[config.mk]
export PLATFORM = sky130hd
export DESIGN_NAME = psnc_dist
export DESIGN_NICKNAME = d
export VERILOG_FILES = /design/src/rtl/core/psnc_pkg.sv /design/src/rtl/core/psnc_dist.sv
export SDC_FILE = /design/constraint.sdc
export NUM_CORES = 1
export LEC_CHECK = 0
export BUFFER_PORTS_ARGS = -buffer_cell sky130_fd_sc_hd__buf_2
export CORE_MARGIN = 3
export CORE_UTILIZATION = 35
export DETAILED_ROUTE_END_ITERATION = 12
export MAX_ROUTING_LAYER = met4
export SYNTH_ARGS = -nofsm -noshare
export SYNTH_HDL_FRONTEND = slang
export SYNTH_SLANG_ARGS = --single-unit
[constraint.sdc]
create_clock -name clk -period 10.75 [get_ports clk]
set_input_delay 0.5375 -clock clk [delete_from_list [all_inputs] [get_ports clk]]
set_output_delay 0.5375 -clock clk [all_outputs]
set_load 0.02 [all_outputs]
[src/rtl/core/psnc_pkg.sv]
// Package for the palette store with nearest-color search.
// Holds the command and result word types, opcodes, sequencer states and shared constants.
// No dependencies.
`default_nettype none

package psnc_pkg;

	localparam int DEF_PALETTE_ENTRIES = 256;
	localparam int DIST_BITS           = 18;

	localparam logic [7:0] ALPHA_OPAQUE  = 8'hFF;
	localparam logic [7:0] DAC_KEEP_MASK = 8'hFC;

	typedef enum logic [1:0] {
		OP_WRITE   = 2'd0,
		OP_CONVERT = 2'd1,
		OP_SEARCH  = 2'd2,
		OP_NOP     = 2'd3
	} psnc_op_t;

	typedef enum logic [1:0] {
		ST_IDLE,
		ST_CONV,
		ST_SCAN
	} psnc_state_t;

	typedef struct packed {
		psnc_op_t   opcode;
		logic [7:0] entry_index;
		logic [7:0] red;
		logic [7:0] green;
		logic [7:0] blue;
	} psnc_cmd_t;

	typedef struct packed {
		logic [31:0] color_word;
		logic [7:0]  nearest_index;
	} psnc_res_t;

	typedef struct packed {
		logic        we;
		logic [7:0]  waddr;
		logic [23:0] wdata;
		logic        re;
		logic [7:0]  raddr;
	} psnc_mem_req_t;

endpackage

`default_nettype wire

[src/rtl/core/psnc_dist.sv]
// Shared distance unit: squared differences of three components, registered, then summed.
// One palette entry per cycle. Depends on psnc_pkg.
`default_nettype none

module psnc_dist import psnc_pkg::*; (
	input  wire logic [23:0]      entry,
	input  wire logic             clk,
	input  wire logic [23:0]      target,
	output logic [DIST_BITS-1:0]  sq_dist
);

	function automatic logic [15:0] sq_diff(input logic [7:0] a, input logic [7:0] b);
		logic [7:0] d;
		d = (a > b) ? (a - b) : (b - a);
		return 16'(d) * 16'(d);
	endfunction

	logic [15:0] sq_r_s2;
	logic [15:0] sq_g_s2;
	logic [15:0] sq_b_s2;

	always_ff @(posedge clk) begin
		sq_r_s2 <= sq_diff(target[23:16], entry[23:16]);
		sq_g_s2 <= sq_diff(target[15:8],  entry[15:8]);
		sq_b_s2 <= sq_diff(target[7:0],   entry[7:0]);
	end

	assign sq_dist = DIST_BITS'(sq_r_s2) + DIST_BITS'(sq_g_s2) + DIST_BITS'(sq_b_s2);

endmodule

`default_nettype wire

==> qor.txt, run 1 <==
Worst-path clk slew - 0.06 ns
routability cong. - 0.832
Vias per Instance - 4.73
Synth area leader - fa_1
die height - 164 µm
status - finished, final reports clean
worst-margin pin slew - 1.02 ns
GRT overflow - 0
post-CTS setup buffers - 0
Slew HR - 0.315
WP data arrival - 6.83 ns
Root Buffer - clkbuf_16
Worst EP required - 10.92 ns
Syn Std Cell Area - 0.00879 mm²
CP endpoint kind - register
Setup WS post-layout - 4.09 ns
share of the synthesized area in the top cell type - 0.221
max-cap viol count - 0
# DRC - 0
Site Rows - 57
worst hold path type - in2reg
final setup TNS - 0 ns
DIE AREA - 0.0271 mm²
fin crit period - 6.66 ns
Wirelength per Cell - 12.0 µm
most common library cells after synthesis - inv_1 (202), ha_1 (149), fa_1 (97)
Post-CTS Hold Fix Bufs - 0
Die W - 164 µm
unrepaired setup endpoints after global routing - no
Max Freq - 150 MHz
# IOs - 67
vias in the first global route - 6508
hold path start - target[8]
Setup crit start kind - primary input
total CTS buffers - 5
CP Max Fanout - 11
Post-CTS Resized - 0
critical path class - in2reg
Starting DRT DRC Count - 204
first-pass GRT wire length - 29.5 mm
total clock sinks - 45
CTS tree - yes
final net count - 1338
Synth cell types - 66
# diodes - 0
final hold vios - 0
Ys Warns - 0
FILL cells - 2517
hpwl dp - 14.4 mm
GRT Total Usage - 0.132
Routed Wire Length - 16.4 mm
number of synthesized flops with an enable pin - 0
fin crit share - 0.620
post-route ant nets - 0
initial core utilization - 0.358
Seq/Total Area, Yosys - 0.102
pins over their slew limit - 0
worst hold margin - 0.861 ns
number of I/O port buffers - 66
largest net degree at the start of global routing - 15
core area - 0.0245 mm²
Avg Cell Area, Syn - 8.91 µm²
CP startpoint - target[16]
# setup viols final - 0
Bufs on Longest Clock Path - 2
Synth Flop Type - dfxtp_1
synthesized flop and latch total - 45
vias after detailed routing - 6471
H-tree level count - 2
initial antenna violation count - 0
pre-CTS WS - 3.85 ns
synth top area cells - fa_1 (22%), ha_1 (21%), dfxtp_1 (10%)
Async S/R FF share, synth - 0
most frequent cell after synthesis - inv_1
Syn-to-layout area delta - 9.28%
Synth Instances - 987
DR pass1 iterations - 4
fraction of layout cells with a size suffix above 1 - 0.118
## state kept, by name (all words and copies together) (netlist names)
name     cells
sq_b_s2     15
sq_g_s2     15
sq_r_s2     15
## worst paths after layout
check     endpoint  slack [ns]  cells past startpoint
min     sq_g_s2[0]        0.86                      3
max    sq_r_s2[14]        4.09                     23
## layout by cell type, fill, tap and decap left out, types with 4 or more instances in the layout
master     netlist  routed
inv_1          202     202
ha_1           149     149
fa_1            97      97
nor2_1          93      93
buf_2            7      66
a21oi_1         61      61
xnor2_1         51      51
dfxtp_1         45      45
a21o_1          29      29
nand2_1         23      23
o21ai_0         17      17
xor2_1          17      17
mux2i_1         16      16
or2_2           15      15
nor3_1          12      12
nand2b_1        11      11
nand4_1          9       9
a31oi_1          8       8
o21bai_1         7       7
o21a_1           7       7
nand3b_1         6       6
o22ai_1          5       5
nor2b_1          5       5
clkbuf_16        0       5
a211oi_1         4       4
nor2_2           4       4
nand3_1          4       4
a2111oi_0        4       4
## layer usage
layer,vias to the layer above,GRT usage,share of wire
met4,0,0.0198,0.0074
met5,-,-,0
met2,84,0.226,0.48
met1,3061,0.177,0.49
met3,12,0.0103,0.024
li1,3314,-,-
## cell type report
type,count,area [µm²],area share
sequential,45,901,0.0938
tap,324,405,0.0422
timing repair buffer,66,330,0.0344
clock inverter,3,65.1,0.00677
multi-input combinational,722,7020,0.731
clock buffer,5,125,0.0130
inverter,203,762,0.0793
## critical path: stages
cell      delay (ns)
buf_2           0.11
inv_1           0.04
ha_1            0.16
inv_1           0.06
fa_1            0.41
a21o_1          0.22
a221oi_4        0.31
a21oi_4         0.16
mux2i_1         0.17
xnor2_1         0.81
nor2_1          0.16
fa_1            0.52
fa_1            0.55
inv_1           0.06
fa_1            0.51
fa_1            0.54
inv_1           0.04
ha_1            0.35
o21a_1          0.13
o31a_1          0.12
o31ai_1         0.49
o21ai_0         0.19
xor2_1          0.18
## logic make-up (layout without fill, tap and decap cells)
| group | Yosys count | after routing | synth area share |
|---|---|---|---|
| other cells | 1 | 3 | 0.000427 |
| buf+inv | 222 | 277 | 0.100 |
| flops | 45 | 45 | 0.102 |
| xor+xnor | 76 | 76 | 0.0851 |
| fa+ha+maj | 246 | 246 | 0.433 |
| mux | 19 | 19 | 0.0249 |
| compound gates | 172 | 172 | 0.137 |
| simple gates | 206 | 206 | 0.117 |
## metrics by stage
| stage | area (µm²) | cells | util |
|---|---|---|---|
| 6_report | 9610 | 1368 | 0.392 |
| 5_1_grt | 9610 | 1368 | 0.392 |
| 4_1_cts | 9610 | 1368 | 0.392 |
| 3_5_place_dp | 9420 | 1360 | 0.384 |
| 3_3_place_gp | 9420 | 1360 | 0.384 |
| 2_1_floorplan | 8800 | 989 | - |
Power of run 1 is left out: the tool's default activity adds up to more than one toggle a clock period on the data nets, which glitch-free logic cannot reach.
==> run 2, diff against run 1 <==
- clock period: 10.75 -> 6.2 ns (I/O delays scaled with it)
==> qor.txt, run 2 (synthesis gave the netlist of run 1 again) <==
worst hold path type - in2reg
routability cong. - 0.847 (+1.9%)
Starting DRT DRC Count - 287 (+41%)
fin crit share - 0.949
first-pass GRT wire length - 28.9 mm (-1.8%)
core area - 0.0245 mm² (unchanged)
total clock sinks - 45 (unchanged)
CP endpoint kind - register
Setup crit start kind - primary input
Site Rows - 57 (unchanged)
Syn-to-layout area delta - 13.9%
final net count - 1390 (+3.9%)
commonest non-fill, non-tap cell in the layout - inv_1
final instance area - 0.0100 mm² (+4.3%)
Worst-path clk slew - 0.06 ns (about the same)
post-route ant nets - 0 (unchanged)
Slew HR - 0.657 (+0.342)
most frequent cells in the layout - inv_1 (202), ha_1 (149), fa_1 (97), nor2_1 (92), buf_2 (66)
WP data arrival - 6.04 ns (-0.79 ns)
initial core utilization - 0.358 (unchanged)
Max Freq - 170 MHz
Reg area - 901 µm² (unchanged)
# DRC - 0 (unchanged)
DIE AREA - 0.0271 mm² (unchanged)
initial antenna violation count - 0 (unchanged)
pins over their slew limit - 0 (unchanged)
CTS tree - yes
area occupied by multi-input gates - 0.00706 mm² (+0.59%)
Routed Wire Length - 16.4 mm (+0.11%)
final setup TNS - 0 ns (unchanged)
critical path class - in2reg
GRT Total Usage - 0.131 (-0.00166)
vias after detailed routing - 6588 (+1.8%)
worst-margin pin slew - 0.509 ns (-0.511 ns)
largest net degree at the start of global routing - 15 (unchanged)
Bufs on Longest Clock Path - 2 (unchanged)
DR pass1 iterations - 4 (unchanged)
GRT overflow - 0 (unchanged)
die height - 164 µm (unchanged)
fin crit period - 5.88 ns
vias in the first global route - 6438 (-1.1%)
# setup viols final - 0 (unchanged)
Top Registers - sq_b_s2 (15), sq_g_s2 (15), sq_r_s2 (15)
fraction of layout cells with a size suffix above 1 - 0.164 (+0.0464)
total CTS buffers - 5 (unchanged)
Wirelength per Cell - 11.6 µm (-3.6%)
number of I/O port buffers - 66 (unchanged)
Post-CTS Hold Fix Bufs - 0 (unchanged)
hpwl dp - 14.6 mm (+1.3%)
final hold vios - 0 (unchanged)
H-tree level count - 2 (unchanged)
Post-CTS Resized - 0 (unchanged)
# diodes - 0 (unchanged)
status - finished, final reports clean
Root Buffer - clkbuf_16
Die W - 164 µm (unchanged)
Worst EP required - 6.36 ns (-4.56 ns)
Vias per Instance - 4.64 (-1.9%)
post-CTS setup buffers - 0 (unchanged)
Placed Area - 0.00981 mm² (+4.1%)
FILL cells - 2476 (-1.6%)
CP Max Fanout - 6 (-5)
max-cap viol count - 0 (unchanged)
# IOs - 67 (unchanged)
post-layout util - 0.408 (+0.0167)
[run 2: cell count changes in the layout (fill, tap and decap cells not counted), sizes merged]
cell and delta:
bufinv -1, clkbuf +1, buf +52
[run 2: stage by stage]
stage / cells / worst slack [ns] / hold WS, ns
after CTS: 1420 / 0.270 / 0.537
after floorplan: 989 / 0.275 / 0.680
after global placement: 1412 / 0.0319 / 0.827
final: 1420 / 0.316 / 0.538
after global routing: 1420 / -0.00933 / 0.567
after detailed placement: 1412 / -0.0315 / 0.839
[run 2: path summary, 6_finish.rpt]
kind	from	end	slack, ns	cells past startpoint
setup / recovery	target[8]	sq_g_s2[12]	0.32	24
hold / removal	target[8]	sq_g_s2[0]	0.54	4
[run 2: worst max-delay path, cell delays in order]
cell and delay (ns):
buf_2 0.10, inv_1 0.05, ha_1 0.15, inv_1 0.05, fa_1 0.38, a21o_1 0.23, a221oi_4 0.33, a21oi_4 0.15
mux2i_1 0.22, xnor2_1 0.15, buf_4 0.18, or2_2 0.29, fa_1 0.54, inv_1 0.07, fa_1 0.49, fa_1 0.49
inv_1 0.05, fa_1 0.47, inv_1 0.04, ha_1 0.17, or2_2 0.29, o22ai_1 0.21, nor4b_1 0.08, or4b_1 0.53
[run 2: final cells by class]
cell class | count | area share
Multi-Input combinational cell | 722 | 0.705
Sequential cell | 45 | 0.0899
Inverter | 203 | 0.0761
Timing Repair Buffer | 118 | 0.0719
Tap cell | 324 | 0.0405
Clock buffer | 6 | 0.0129
Clock inverter | 2 | 0.00387
[run 2: layer usage]
metal,vias to the layer above,global-route usage,part of all wire
met4,0,0.0221,0.010
met3,16,0.0150,0.026
li1,3415,-,-
met5,-,-,0
met1,3076,0.177,0.50
met2,81,0.215,0.46
Power of run 2 is left out for the same reason.
==> run 3, diff against run 2 <==
- CAP_MARGIN: unset -> 10
- CORE_MARGIN: 3 -> 8
- clock period: 6.2 -> 6.1 ns (I/O delays scaled with it)
==> qor.txt, run 3 (synthesis gave the netlist of run 1 again) <==
status - finished, final reports clean
worst-margin pin slew - 0.542 ns (+0.0327 ns)
GRT overflow - 0 (unchanged)
Bufs on Longest Clock Path - 2 (unchanged)
H-tree level count - 2 (unchanged)
die height - 174 µm (+6.1%)
DIE AREA - 0.0304 mm² (+13%)
fin crit period - 5.83 ns
Die W - 174 µm (+6.1%)
CP endpoint kind - register
vias in the first global route - 6907 (+7.3%)
Root Buffer - clkbuf_16
DR pass1 iterations - 4 (unchanged)
CTS tree - yes
final net count - 1417 (+1.9%)
post-CTS setup buffers - 0 (unchanged)
largest net degree at the start of global routing - 14 (-1)
worst hold path type - in2reg
GRT Total Usage - 0.120 (-0.0105)
critical path class - in2reg
max-cap viol count - 0 (unchanged)
core area - 0.0249 mm² (+1.5%)
WP data arrival - 6.00 ns (-0.04 ns)
Wirelength per Cell - 11.8 µm (+2.1%)
FILL cells - 2502 (+1.1%)
initial antenna violation count - 0 (unchanged)
Non-Filler Instances - 1452 (+2.3%)
placed insts - 1445 (+2.3%)
number of I/O port buffers - 66 (unchanged)
fraction of layout cells with a size suffix above 1 - 0.184 (+0.0194)
Top Registers - sq_b_s2 (15), sq_g_s2 (15), sq_r_s2 (15)
# IOs - 67 (unchanged)
# diodes - 0 (unchanged)
most frequent cells in the layout - inv_1 (202), ha_1 (149), fa_1 (97), nor2_1 (93), buf_4 (79)
Syn-to-layout area delta - 16.1%
# DRC - 0 (unchanged)
Setup crit start kind - primary input
first-pass GRT wire length - 30.9 mm (+6.9%)
CP startpoint - target[8]
total clock sinks - 45 (unchanged)
Slew HR - 0.639 (-0.0182)
area occupied by multi-input gates - 0.00705 mm² (-0.19%)
Site Rows - 58 (+1.8%)
total CTS buffers - 5 (unchanged)
Max Freq - 171 MHz
routability cong. - 0.849 (+0.19%)
Reg area - 901 µm² (unchanged)
vias after detailed routing - 6652 (+0.97%)
final hold vios - 0 (unchanged)
# setup viols final - 0 (unchanged)
initial core utilization - 0.353 (-0.00515)
commonest non-fill, non-tap cell in the layout - inv_1
Worst-path clk slew - 0.06 ns (about the same)
Routed Wire Length - 17.1 mm (+4.4%)
Starting DRT DRC Count - 330 (+15%)
fin crit share - 0.957
Worst EP required - 6.26 ns (-0.10 ns)
hpwl dp - 15.3 mm (+5.0%)
pins over their slew limit - 0 (unchanged)
crit path to - sq_g_s2[12]
CP Max Fanout - 6 (unchanged)
Vias per Instance - 4.58 (-1.3%)
post-route ant nets - 0 (unchanged)
[run 3: how the worst min path moves through the flow]
stage	from	end	slack, ns	depth (start not counted)
after floorplan	target[8]	sq_g_s2[0]	0.67	3
after global placement	target[8]	sq_g_s2[0]	0.83	4
after detailed placement	target[8]	sq_g_s2[0]	0.84	4
after CTS	target[8]	sq_g_s2[0]	0.53	4
after global routing	target[8]	sq_g_s2[0]	0.55	4
final	target[8]	sq_g_s2[0]	0.53	4
[run 3: worst max-delay path, stage by stage]
cell and delay (ns):
buf_2 0.11, inv_1 0.05, ha_1 0.14, inv_1 0.05
fa_1 0.38, a21o_1 0.24, a221oi_4 0.33, a21oi_4 0.14
buf_4 0.16, mux2i_2 0.21, xor2_2 0.13, or2_1 0.26
fa_1 0.51, inv_1 0.06, fa_1 0.54, inv_1 0.05
fa_1 0.44, fa_1 0.49, inv_1 0.04, ha_1 0.28
inv_1 0.06, nor2_1 0.09, o31a_1 0.17, o22ai_2 0.11
and4b_1 0.21, or4b_1 0.45
[run 3: final cells by class]
class                      instances  area share
tap                              330      0.0405
clock buffer                       5      0.0123
timing repair buffer             145      0.0905
multi-input combinational        722       0.690
sequential                        45      0.0883
inverter                         203      0.0747
clock inverter                     2     0.00343
[run 3: what timing repair did]
action,4_1_cts,5_1_grt
resized for setup,0,6
hold buffers,0,0
endpoints found under the setup margin,0,4
[run 3: metal layers]
layer	routed length, µm	vias up	track usage	share of wire
met5	0	-	-	0
met1	8350	3102	0.154	0.49
met4	55	0	0.0134	0.0032
met3	417	4	0.0137	0.024
met2	8320	84	0.208	0.49
li1	-	3462	-	-
[run 3: per-stage QoR]
stage	TNS [ns]	hold slack (ns)	instance area (µm²)	util	setup WS, ns
2_1_floorplan	0	0.675	8800	-	0.180
3_5_place_dp	-0.197	0.839	10000	0.402	-0.146
4_1_cts	0	0.532	10200	0.409	0.146
3_3_place_gp	-0.0163	0.827	10000	0.402	-0.0163
5_1_grt	-0.00329	0.553	10200	0.410	-0.00329
6_report	0	0.529	10200	0.410	0.265
Power of run 3 is left out for the same reason.
