--- config.mk ---
export PLATFORM = sky130hd
export DESIGN_NAME = psnc_ctrl
export DESIGN_NICKNAME = d
export VERILOG_FILES = /design/src/rtl/core/psnc_pkg.sv /design/src/rtl/core/psnc_ctrl.sv
export SDC_FILE = /design/constraint.sdc
export NUM_CORES = 1
export LEC_CHECK = 0
export ABC_AREA = 1
export BUFFER_PORTS_ARGS = -buffer_cell sky130_fd_sc_hd__buf_2
export CELL_PAD_IN_SITES_DETAIL_PLACEMENT = 0
export CELL_PAD_IN_SITES_GLOBAL_PLACEMENT = 2
export CORE_MARGIN = 2
export CORE_UTILIZATION = 30
export DETAILED_ROUTE_END_ITERATION = 6
export GPL_TIMING_DRIVEN = 0
export PLACE_DENSITY_LB_ADDON = 0.08
export SLEW_MARGIN = 20
export SYNTH_ARGS = -nofsm -noshare
export SYNTH_HDL_FRONTEND = slang
export SYNTH_SLANG_ARGS = --single-unit
--- constraint.sdc ---
create_clock -name clk -period 6.6 [get_ports clk]
set_clock_uncertainty 0.15 [all_clocks]
set_input_delay 1.32 -clock clk [delete_from_list [all_inputs] [get_ports clk]]
set_output_delay 1.32 -clock clk [all_outputs]
set_load 0.005 [all_outputs]
--- src/rtl/core/psnc_pkg.sv ---
// Package for the palette store with nearest-color search.
// Holds the command and result word types, opcodes, sequencer states and shared constants.
// No dependencies.
`default_nettype none

package psnc_pkg;

	localparam int DEF_PALETTE_ENTRIES = 256;
	localparam int DIST_BITS           = 18;

	localparam logic [7:0] ALPHA_OPAQUE  = 8'hFF;
	localparam logic [7:0] DAC_KEEP_MASK = 8'hFC;

	typedef enum logic [1:0] {
		OP_WRITE   = 2'd0,
		OP_CONVERT = 2'd1,
		OP_SEARCH  = 2'd2,
		OP_NOP     = 2'd3
	} psnc_op_t;

	typedef enum logic [1:0] {
		ST_IDLE,
		ST_CONV,
		ST_SCAN
	} psnc_state_t;

	typedef struct packed {
		psnc_op_t   opcode;
		logic [7:0] entry_index;
		logic [7:0] red;
		logic [7:0] green;
		logic [7:0] blue;
	} psnc_cmd_t;

	typedef struct packed {
		logic [31:0] color_word;
		logic [7:0]  nearest_index;
	} psnc_res_t;

	typedef struct packed {
		logic        we;
		logic [7:0]  waddr;
		logic [23:0] wdata;
		logic        re;
		logic [7:0]  raddr;
	} psnc_mem_req_t;

endpackage

`default_nettype wire

--- src/rtl/core/psnc_ctrl.sv ---
// Sequencer: takes commands, drives the palette memory port, walks the search one entry a cycle
// and keeps the best match. Depends on psnc_pkg.
`default_nettype none

module psnc_ctrl import psnc_pkg::*; #(
	parameter int PALETTE_ENTRIES = DEF_PALETTE_ENTRIES
) (
	input  wire logic                 clk,
	input  wire logic                 arst_n,
	input  wire logic                 start,
	input  wire psnc_cmd_t            cmd,
	output logic                      busy,
	output psnc_mem_req_t             mem_req,
	input  wire logic [23:0]          rdata,
	output logic [23:0]               target,
	input  wire logic [DIST_BITS-1:0] sq_dist,
	output logic                      done,
	output psnc_res_t                 result
);

	localparam int IDX_W = (PALETTE_ENTRIES > 1) ? $clog2(PALETTE_ENTRIES) : 1;
	localparam logic [IDX_W-1:0] LAST_IDX    = IDX_W'(PALETTE_ENTRIES - 1);
	localparam logic [8:0]       ENTRIES_LIM = 9'(PALETTE_ENTRIES);

	psnc_state_t state_q, state_d;

	logic [IDX_W-1:0]     scan_q;
	logic                 issue_q;
	logic                 v_s1, v_s2;
	logic [IDX_W-1:0]     idx_s1, idx_s2;
	logic [23:0]          tgt_q;
	logic                 oor_q;
	logic [DIST_BITS-1:0] best_q;
	logic [IDX_W-1:0]     best_idx_q;
	logic                 have_q;
	logic                 done_q;
	psnc_res_t            res_q;

	logic accept;
	logic in_range;
	logic better;
	logic finish;
	logic scanning;

	assign accept   = start && (state_q == ST_IDLE);
	assign in_range = {1'b0, cmd.entry_index} < ENTRIES_LIM;
	assign scanning = (state_q == ST_SCAN);
	assign better   = v_s2 && (!have_q || (sq_dist < best_q));
	// exact match ends the scan early; the answer is the same as a full pass
	assign finish   = v_s2 && ((better && (sq_dist == '0)) || (idx_s2 == LAST_IDX));

	always_comb begin
		state_d = state_q;
		mem_req = '0;
		case (state_q)
			ST_IDLE: begin
				if (accept) begin
					case (cmd.opcode)
						OP_WRITE: begin
							mem_req.we    = in_range;
							mem_req.waddr = cmd.entry_index;
							mem_req.wdata = {cmd.red & DAC_KEEP_MASK,
							                 cmd.green & DAC_KEEP_MASK,
							                 cmd.blue & DAC_KEEP_MASK};
						end
						OP_CONVERT: begin
							mem_req.re    = 1'b1;
							mem_req.raddr = cmd.entry_index;
							state_d       = ST_CONV;
						end
						OP_SEARCH: begin
							state_d = ST_SCAN;
						end
						default: begin
							state_d = ST_IDLE;
						end
					endcase
				end
			end
			ST_CONV: begin
				state_d = ST_IDLE;
			end
			ST_SCAN: begin
				mem_req.re    = issue_q;
				mem_req.raddr = 8'(scan_q);
				if (finish) begin
					state_d = ST_IDLE;
				end
			end
			default: begin
				state_d = ST_IDLE;
			end
		endcase
	end

	always_ff @(posedge clk or negedge arst_n) begin
		if (!arst_n) begin
			state_q <= ST_IDLE;
			issue_q <= 1'b0;
			v_s1    <= 1'b0;
			v_s2    <= 1'b0;
			have_q  <= 1'b0;
			done_q  <= 1'b0;
		end else begin
			state_q <= state_d;
			done_q  <= (state_q == ST_CONV) || (scanning && finish);
			v_s1    <= scanning && issue_q && !finish;
			v_s2    <= v_s1 && !finish;
			if (accept && (cmd.opcode == OP_SEARCH)) begin
				issue_q <= 1'b1;
			end else if (finish || (issue_q && (scan_q == LAST_IDX))) begin
				issue_q <= 1'b0;
			end
			if (accept) begin
				have_q <= 1'b0;
			end else if (scanning && better) begin
				have_q <= 1'b1;
			end
		end
	end

	always_ff @(posedge clk) begin
		idx_s1 <= scan_q;
		idx_s2 <= idx_s1;
		if (accept) begin
			scan_q <= '0;
			tgt_q  <= {cmd.red, cmd.green, cmd.blue};
			oor_q  <= !in_range;
		end else if (issue_q) begin
			scan_q <= scan_q + 1'b1;
		end
		if (scanning && better) begin
			best_q     <= sq_dist;
			best_idx_q <= idx_s2;
		end
		if (state_q == ST_CONV) begin
			res_q.color_word    <= {ALPHA_OPAQUE, oor_q ? 24'h0 : rdata};
			res_q.nearest_index <= 8'h0;
		end else if (scanning && finish) begin
			res_q.color_word    <= 32'h0;
			res_q.nearest_index <= better ? 8'(idx_s2) : 8'(best_idx_q);
		end
	end

	assign busy   = (state_q != ST_IDLE);
	assign target = tgt_q;
	assign done   = done_q;
	assign result = res_q;

endmodule

`default_nettype wire

==> parameters.txt, run 1 <==
Parameter                              Value

STA
  Transition time at the pin with the least slew margin ... 664.1 ps
  Final count of negative-setup-slack endpoints ... 0
  Fin crit period ... 4406 ps
  Setup total negative slack ... 0 ps
  Slew HR ... 0.5556
  Final Cycle Share ... 0.6676
  RSZ-0062 raised after global routing ... no
  Final Hold Vio Count ... 0
  Final-report max-slew violation count ... 0
  Highest clock rate ... 227.0 MHz

Floorplan
  Horizontal die dimension ... 130.5 um
  Y dimension of the die ... 130.5 um
  Total number of placement rows ... 46
  Starting Density ... 0.3043
  Floorplan core area ... 15,770 sq um
  Die area ... 17,020 sq um
  Ports placed on the boundary ... 187

Synthesis
  Portion of synthesized cell area occupied by the leading cell type ... 0.4631
  Register area share after synthesis ... 0.6373
  Flip-flop and latch count after synthesis ... 114
  Gate count after technology mapping ... 484
  Post-synth top area cell ... edfxtp_1
  Number of distinct standard cells referenced by the synthesized netlist ... 29
  Average footprint of a synthesized cell ... 9.914 sq um
  Netlist area before placement ... 4798 sq um
  Largest cells by area after synthesis ... edfxtp_1, dfxtp_1, nor2_1
  Number of synthesis warnings ... 0

Clocking
  Clk pin slew, worst setup/hold paths ... 50 ps
  Clock tree from TritonCTS ... built
  Number of H-tree levels ... 4
  Clock sink count ... 114
  Number of buffers added to fix hold violations after cts ... 0
  Maximum clock insertion buffer count ... 2
  Clock latency on the worst-skew pair ... 410 ps
  Total of cells resized after clock tree synthesis ... 0
  Number of buffers inserted during clock tree synthesis ... 17
  Number of buffers inserted by post-CTS setup repair ... 0
  Clock tree root driver cell ... clkbuf_16

Detailed routing
  Post-route ant nets ... 0
  Total Routed Length ... 11,090 um
  Residual DRC count ... 0
  Detailed-routing iteration count for the pre-antenna-repair pass ... 4
  Post-detailed-route via-to-cell ratio ... 4.012
  Average wire per standard cell ... 12.08 um
  DRC marker count from the first detailed-route iteration ... 125
  Vias after detailed routing ... 3,683

Finish
  Fillers ... 1,625
  Number of nets in the layout ... 786
  Final core utilization ... 0.4172
  Ant diodes ... 0
  Proportion of layout cells with a drive suffix above 1 ... 0.3390
  Layout-stage area growth over the synthesis result ... 37.11%
  Post-route cell area ... 6579 sq um

Critical path
  Type of element capturing the critical path ... output port
  Endpoint arrival time on the critical path ... 2940 ps
  Critical path startpoint category ... input pin
  Worst EP required ... 5130 ps
  Worst setup path class ... input pin to output port
  Max FO, Critical Path ... 28
  R2R setup slack ... 3840 ps

Place
  Input/output buffers ... 180
  Gp weighted congestion ... 0.6953
  Post-detailed-placement half-perimeter wirelength ... 8368 um
  Standard cell area after detailed placement ... 6023 sq um

Global routing
  First-pass GRT wire length ... 17,080 um
  Pin count of the biggest net entering global routing ... 29
  Final global-route overflow total ... 0
  Total Routing Usage GR ... 0.1326
  Via count of the first global-routing pass ... 3,492
  Initial antenna violation count ... 0

Run
  Count of maximum capacitance violations ... 0

Power and ir drop
  Internal power component ... 1611 uW
  Flop pwr share ... 0.427
  Switching fraction of total power ... 0.2788
  Largest voltage drop on the vdd net ... 0.1549 mV
  Logic gate share of total power ... 0.188
  Power after layout ... 2234 uW
  Leakage component of the power ... 0.003240 uW
  Relative contribution of the clock network to total power ... 0.386
  Ratio of total power to cell area ... 339.6 nW/um^2
  Net Switching ... 622.9 uW

Outcome
  Status ... complete, no violations

Hold path
  Min-Delay Path Class ... flop to flop
==> registers in the layout, indices dropped and copies added, names as in the netlist <==
| signal | flops |
|---|---|
| result | 33 |
| target | 24 |
| best_q | 18 |
| best_idx_q | 8 |
| idx_s1 | 8 |
| idx_s2 | 8 |
| scan_q | 8 |
| state_q | 2 |
| done | 1 |
| have_q | 1 |
| issue_q | 1 |
| v_s1 | 1 |
| v_s2 | 1 |
==> worst paths after layout <==
path	start	end	depth (start not counted)
max	start	mem_req[0]	6
min	idx_s1[2]$_DFF_P_	idx_s2[2]$_DFF_P_	0
max reg2reg	best_q[13]$_DFFE_PP_	result[20]$_DFFE_PP_	12
min reg2reg	idx_s1[2]$_DFF_P_	idx_s2[2]$_DFF_P_	0
max in group asynchronous	arst_n	done$_DFF_PN0_	1
min in group asynchronous	arst_n	state_q[0]$_DFFE_PN0P_	1
==> cell usage after synthesis, drive strengths merged <==
master   n
clkinv   1
nand2   91
nor2    94
inv     89
ha      18
nand3   10
buf     16
conb     1
o21ai   18
clkbuf   6
dfxtp   33
nand3b   1
o22ai    6
nor3b    1
a21o     1
edfxtp  74
nor4     2
nand4    2
a21oi    9
nor3     4
dfrtp    7
==> through the flow <==
step                worst slack [ps]  cells  hold slack (ps)
floorplan                       2522    489            159.6
detailed placement              1625    886            162.1
global placement                1616    885            161.1
CTS                             1607    918            174.2
finish                          2194    918            171.1
global route                    1918    918            176.4
==> routing by layer <==
metal  GRT usage  share of wire  vias to the layer above
met2      0.2125           0.47                      119
met4     0.05069          0.014                        0
li1            -              -                     1934
met5           0              0                        -
met3     0.05700          0.085                       13
met1      0.1592           0.43                     1617
==> kinds of logic after synthesis <==
| family | synth area share |
|---|---|
| AOI/OAI and AO/OA | 0.03755 |
| adders and majority gates | 0.04694 |
| buffers and inverters | 0.1020 |
| DFF | 0.6373 |
| other | 0.0007815 |
| and+or+nand+nor | 0.1755 |
==> layout by cell type, fill, tap and decap left out, types with 2 or more instances in the layout <==
cell,n
buf_2,181
nor2_1,91
inv_1,87
nand2_1,85
edfxtp_1,74
dfxtp_1,33
o21ai_0,18
ha_1,18
clkbuf_16,17
buf_4,13
clkbuf_1,9
a21oi_1,9
nand3_1,8
dfrtp_1,7
o22ai_1,6
conb_1,6
clkinv_2,6
nand2_2,4
nor3_1,4
clkinvlp_4,3
inv_2,2
clkinv_1,2
nor2_2,2
nand3_2,2
nand4_1,2
nor4_1,2
nand2_4,2
bufinv_16,2
==> critical path, cell delays in order <==
cell     delay, ps
buf_2           70
nand2_1        220
inv_2          550
nand2_1        390
o21ai_0        240
buf_2          140
==> power groups by stage <==
stage | Clock, uW | Sequential [uW] | Combinational [uW]
after floorplan | 0 | 964 | 240
after global placement | 0 | 971 | 406
after detailed placement | 0 | 970 | 430
after CTS | 886 | 957 | 433
after global routing | 915 | 968 | 489
final | 861 | 954 | 419
==> layout make-up <==
cell class,count,area (sq um),share of cell area
timing repair buffer,181,928.4,0.1411
multi-input combinational,263,1280,0.1946
sequential,114,3058,0.4648
tap,216,270.3,0.04108
clock buffer,20,436.7,0.06638
inverter,90,337.8,0.05135
buffer,22,151.4,0.02301
clock inverter,12,116.4,0.01769
Note: power is estimated with default switching activity, not from simulation.
==> inputs of run 2 (changes only) <==
- CORE_UTILIZATION: 30 -> 26
- clock period: 6.6 -> 3.75 ns (I/O delays scaled with it)
==> run 2 against run 1 <==
Effect of this change: design area up 1.6%; power up 86%; combinational power increased by 79%; largest power group is now clock; register-to-register slack lost 2900 ps; via count grew 0.52%; first-iteration DRC count increased by 6.4%; routed wire length increased by 5.6%; highest routed layer unchanged; worst setup slack lost 1700 ps; sequential share of layout area shrank 0.71 points; utilization is 4.6 points lower; clock power grew 100%; die area rose by 15%.
==> parameters.txt, run 2 (same netlist as run 1, synthesis figures left out) <==
Parameter                              Value

Outcome
  Status ... complete, no violations

Clocking
  Clock tree root driver cell ... clkbuf_16
  Clock tree from TritonCTS ... built
  Maximum clock insertion buffer count ... 2
  Clock sink count ... 114
  Number of H-tree levels ... 4
  Number of buffers inserted during clock tree synthesis ... 17
  Clock latency on the worst-skew pair ... 410 ps
  Clk pin slew, worst setup/hold paths ... 50 ps

Detailed routing
  Average wire per standard cell ... 12.56 um
  Residual DRC count ... 0
  Vias after detailed routing ... 3,702
  DRC marker count from the first detailed-route iteration ... 133
  Total Routed Length ... 11,700 um
  Detailed-routing iteration count for the pre-antenna-repair pass ... 4
  Post-route ant nets ... 0
  Post-detailed-route via-to-cell ratio ... 3.972

STA
  Final-report max-slew violation count ... 0
  Fin crit period ... 3224 ps
  Final Hold Vio Count ... 0
  Final Cycle Share ... 0.8599
  Highest clock rate ... 310.1 MHz
  RSZ-0062 raised after global routing ... no
  Slew HR ... 0.5304
  Final count of negative-setup-slack endpoints ... 0
  Transition time at the pin with the least slew margin ... 700.5 ps

Finish
  Commonest cells after routing, fill and taps aside ... buf_2, nor2_1, inv_1, nand2_1, edfxtp_1
  Most common cell after layout, fill and taps aside ... buf_2
  Fillers ... 1,901
  Multi-input gate area ... 1280 sq um
  Layout-stage area growth over the synthesis result ... 39.24%
  Area taken by flip-flops and latches ... 3058 sq um
  Ant diodes ... 0
  Largest register FFs ... 33
  Number of nets in the layout ... 788
  Proportion of layout cells with a drive suffix above 1 ... 0.3385
  Final core utilization ... 0.3707

Floorplan
  Die area ... 19,560 sq um
  Floorplan core area ... 18,020 sq um
  Total number of placement rows ... 49
  Horizontal die dimension ... 139.9 um
  Y dimension of the die ... 139.9 um
  Ports placed on the boundary ... 187
  Starting Density ... 0.2662

Critical path
  Max FO, Critical Path ... 14
  Worst setup path class ... flop to output port
  Critical path startpoint category ... flop
  Type of element capturing the critical path ... output port
  Endpoint arrival time on the critical path ... 2320 ps
  Worst EP required ... 2850 ps

Global routing
  Via count of the first global-routing pass ... 3,746
  Pin count of the biggest net entering global routing ... 29
  Initial antenna violation count ... 0
  Total Routing Usage GR ... 0.1233
  First-pass GRT wire length ... 18,820 um
  Final global-route overflow total ... 0

Power and ir drop
  Ratio of total power to cell area ... 621.9 nW/um^2
  Flop pwr share ... 0.405
  Net Switching ... 1121 uW
  Logic gate share of total power ... 0.180
  Largest voltage drop on the vdd net ... 0.3187 mV
  Power after layout ... 4155 uW
  Internal power component ... 3034 uW
  Switching fraction of total power ... 0.2699
  Leakage component of the power ... 0.003270 uW
  Relative contribution of the clock network to total power ... 0.415

Run
  Count of maximum capacitance violations ... 0

Place
  Gp weighted congestion ... 0.7355
  Post-detailed-placement half-perimeter wirelength ... 8808 um
  Input/output buffers ... 180

Hold path
  Min-Delay Path Class ... flop to flop
[run 2: worst max-delay path: stages, from the launching register on]
cell	delay, ps
dfrtp_1	370
nor2_1	70
nand2_1	350
clkinvlp_4	430
nand2_1	390
o21ai_0	150
buf_2	160
[run 2: metal layers]
layer / part of all wire / GRT usage / up-vias
li1: - / - / 1924
met2: 0.45 / 0.1979 / 140
met1: 0.45 / 0.1483 / 1622
met5: 0 / 0 / -
met3: 0.085 / 0.05093 / 16
met4: 0.014 / 0.04579 / 0
[run 2: final cells by class]
cell class	count	area share
Sequential cell	114	0.4577
Clock inverter	13	0.02865
Timing Repair inverter	1	0.0007491
Timing Repair Buffer	182	0.1404
Inverter	90	0.05112
Buffer	22	0.02266
Tap cell	229	0.04288
Clock buffer	18	0.06423
Multi-Input combinational cell	263	0.1916
[run 2: power by group through the flow]
stage	Clock, uW	Combinational (uW)	Sequential, uW
after floorplan	0	422	1700
after global placement	0	727	1710
after detailed placement	0	774	1710
after CTS	1760	779	1690
after global routing	1820	870	1710
final	1720	749	1680
[run 2: worst paths after layout]
path | start | endpoint | slack (ps) | cells past startpoint
worst max-delay path | state_q[0]$_DFFE_PN0P_ | mem_req[8] | 530 | 6
worst min-delay path | idx_s1[7]$_DFF_P_ | idx_s2[7]$_DFF_P_ | 170 | 0
worst max register to register | best_q[13]$_DFFE_PP_ | result[9]$_DFFE_PP_ | 950 | 12
worst min register to register | idx_s1[7]$_DFF_P_ | idx_s2[7]$_DFF_P_ | 170 | 0
max in group asynchronous | arst_n | done$_DFF_PN0_ | 2730 | 2
min in group asynchronous | arst_n | state_q[0]$_DFFE_PN0P_ | 570 | 2
[run 2: metrics by stage]
stage          area (sq um)  hold WS, ps  std cells  setup WS [ps]  setup TNS (ps)
5_1_grt                6681        175.6        932          239.6               0
4_1_cts                6674        174.0        931          40.87               0
3_3_place_gp           6005        165.5        898         -710.8          -18700
2_1_floorplan          4817        159.6        489          288.9               0
6_report               6681        173.6        932          525.5               0
3_5_place_dp           6040        162.1        899         -205.6           -1985
[run 2: repair_timing]
item	in CTS	in global routing
gates cloned	0	1
setup buffers	0	0
endpoints found under the setup margin	18	7
resized for setup	1	0
hold buffers	1	0
hold endpoints to repair	1	0
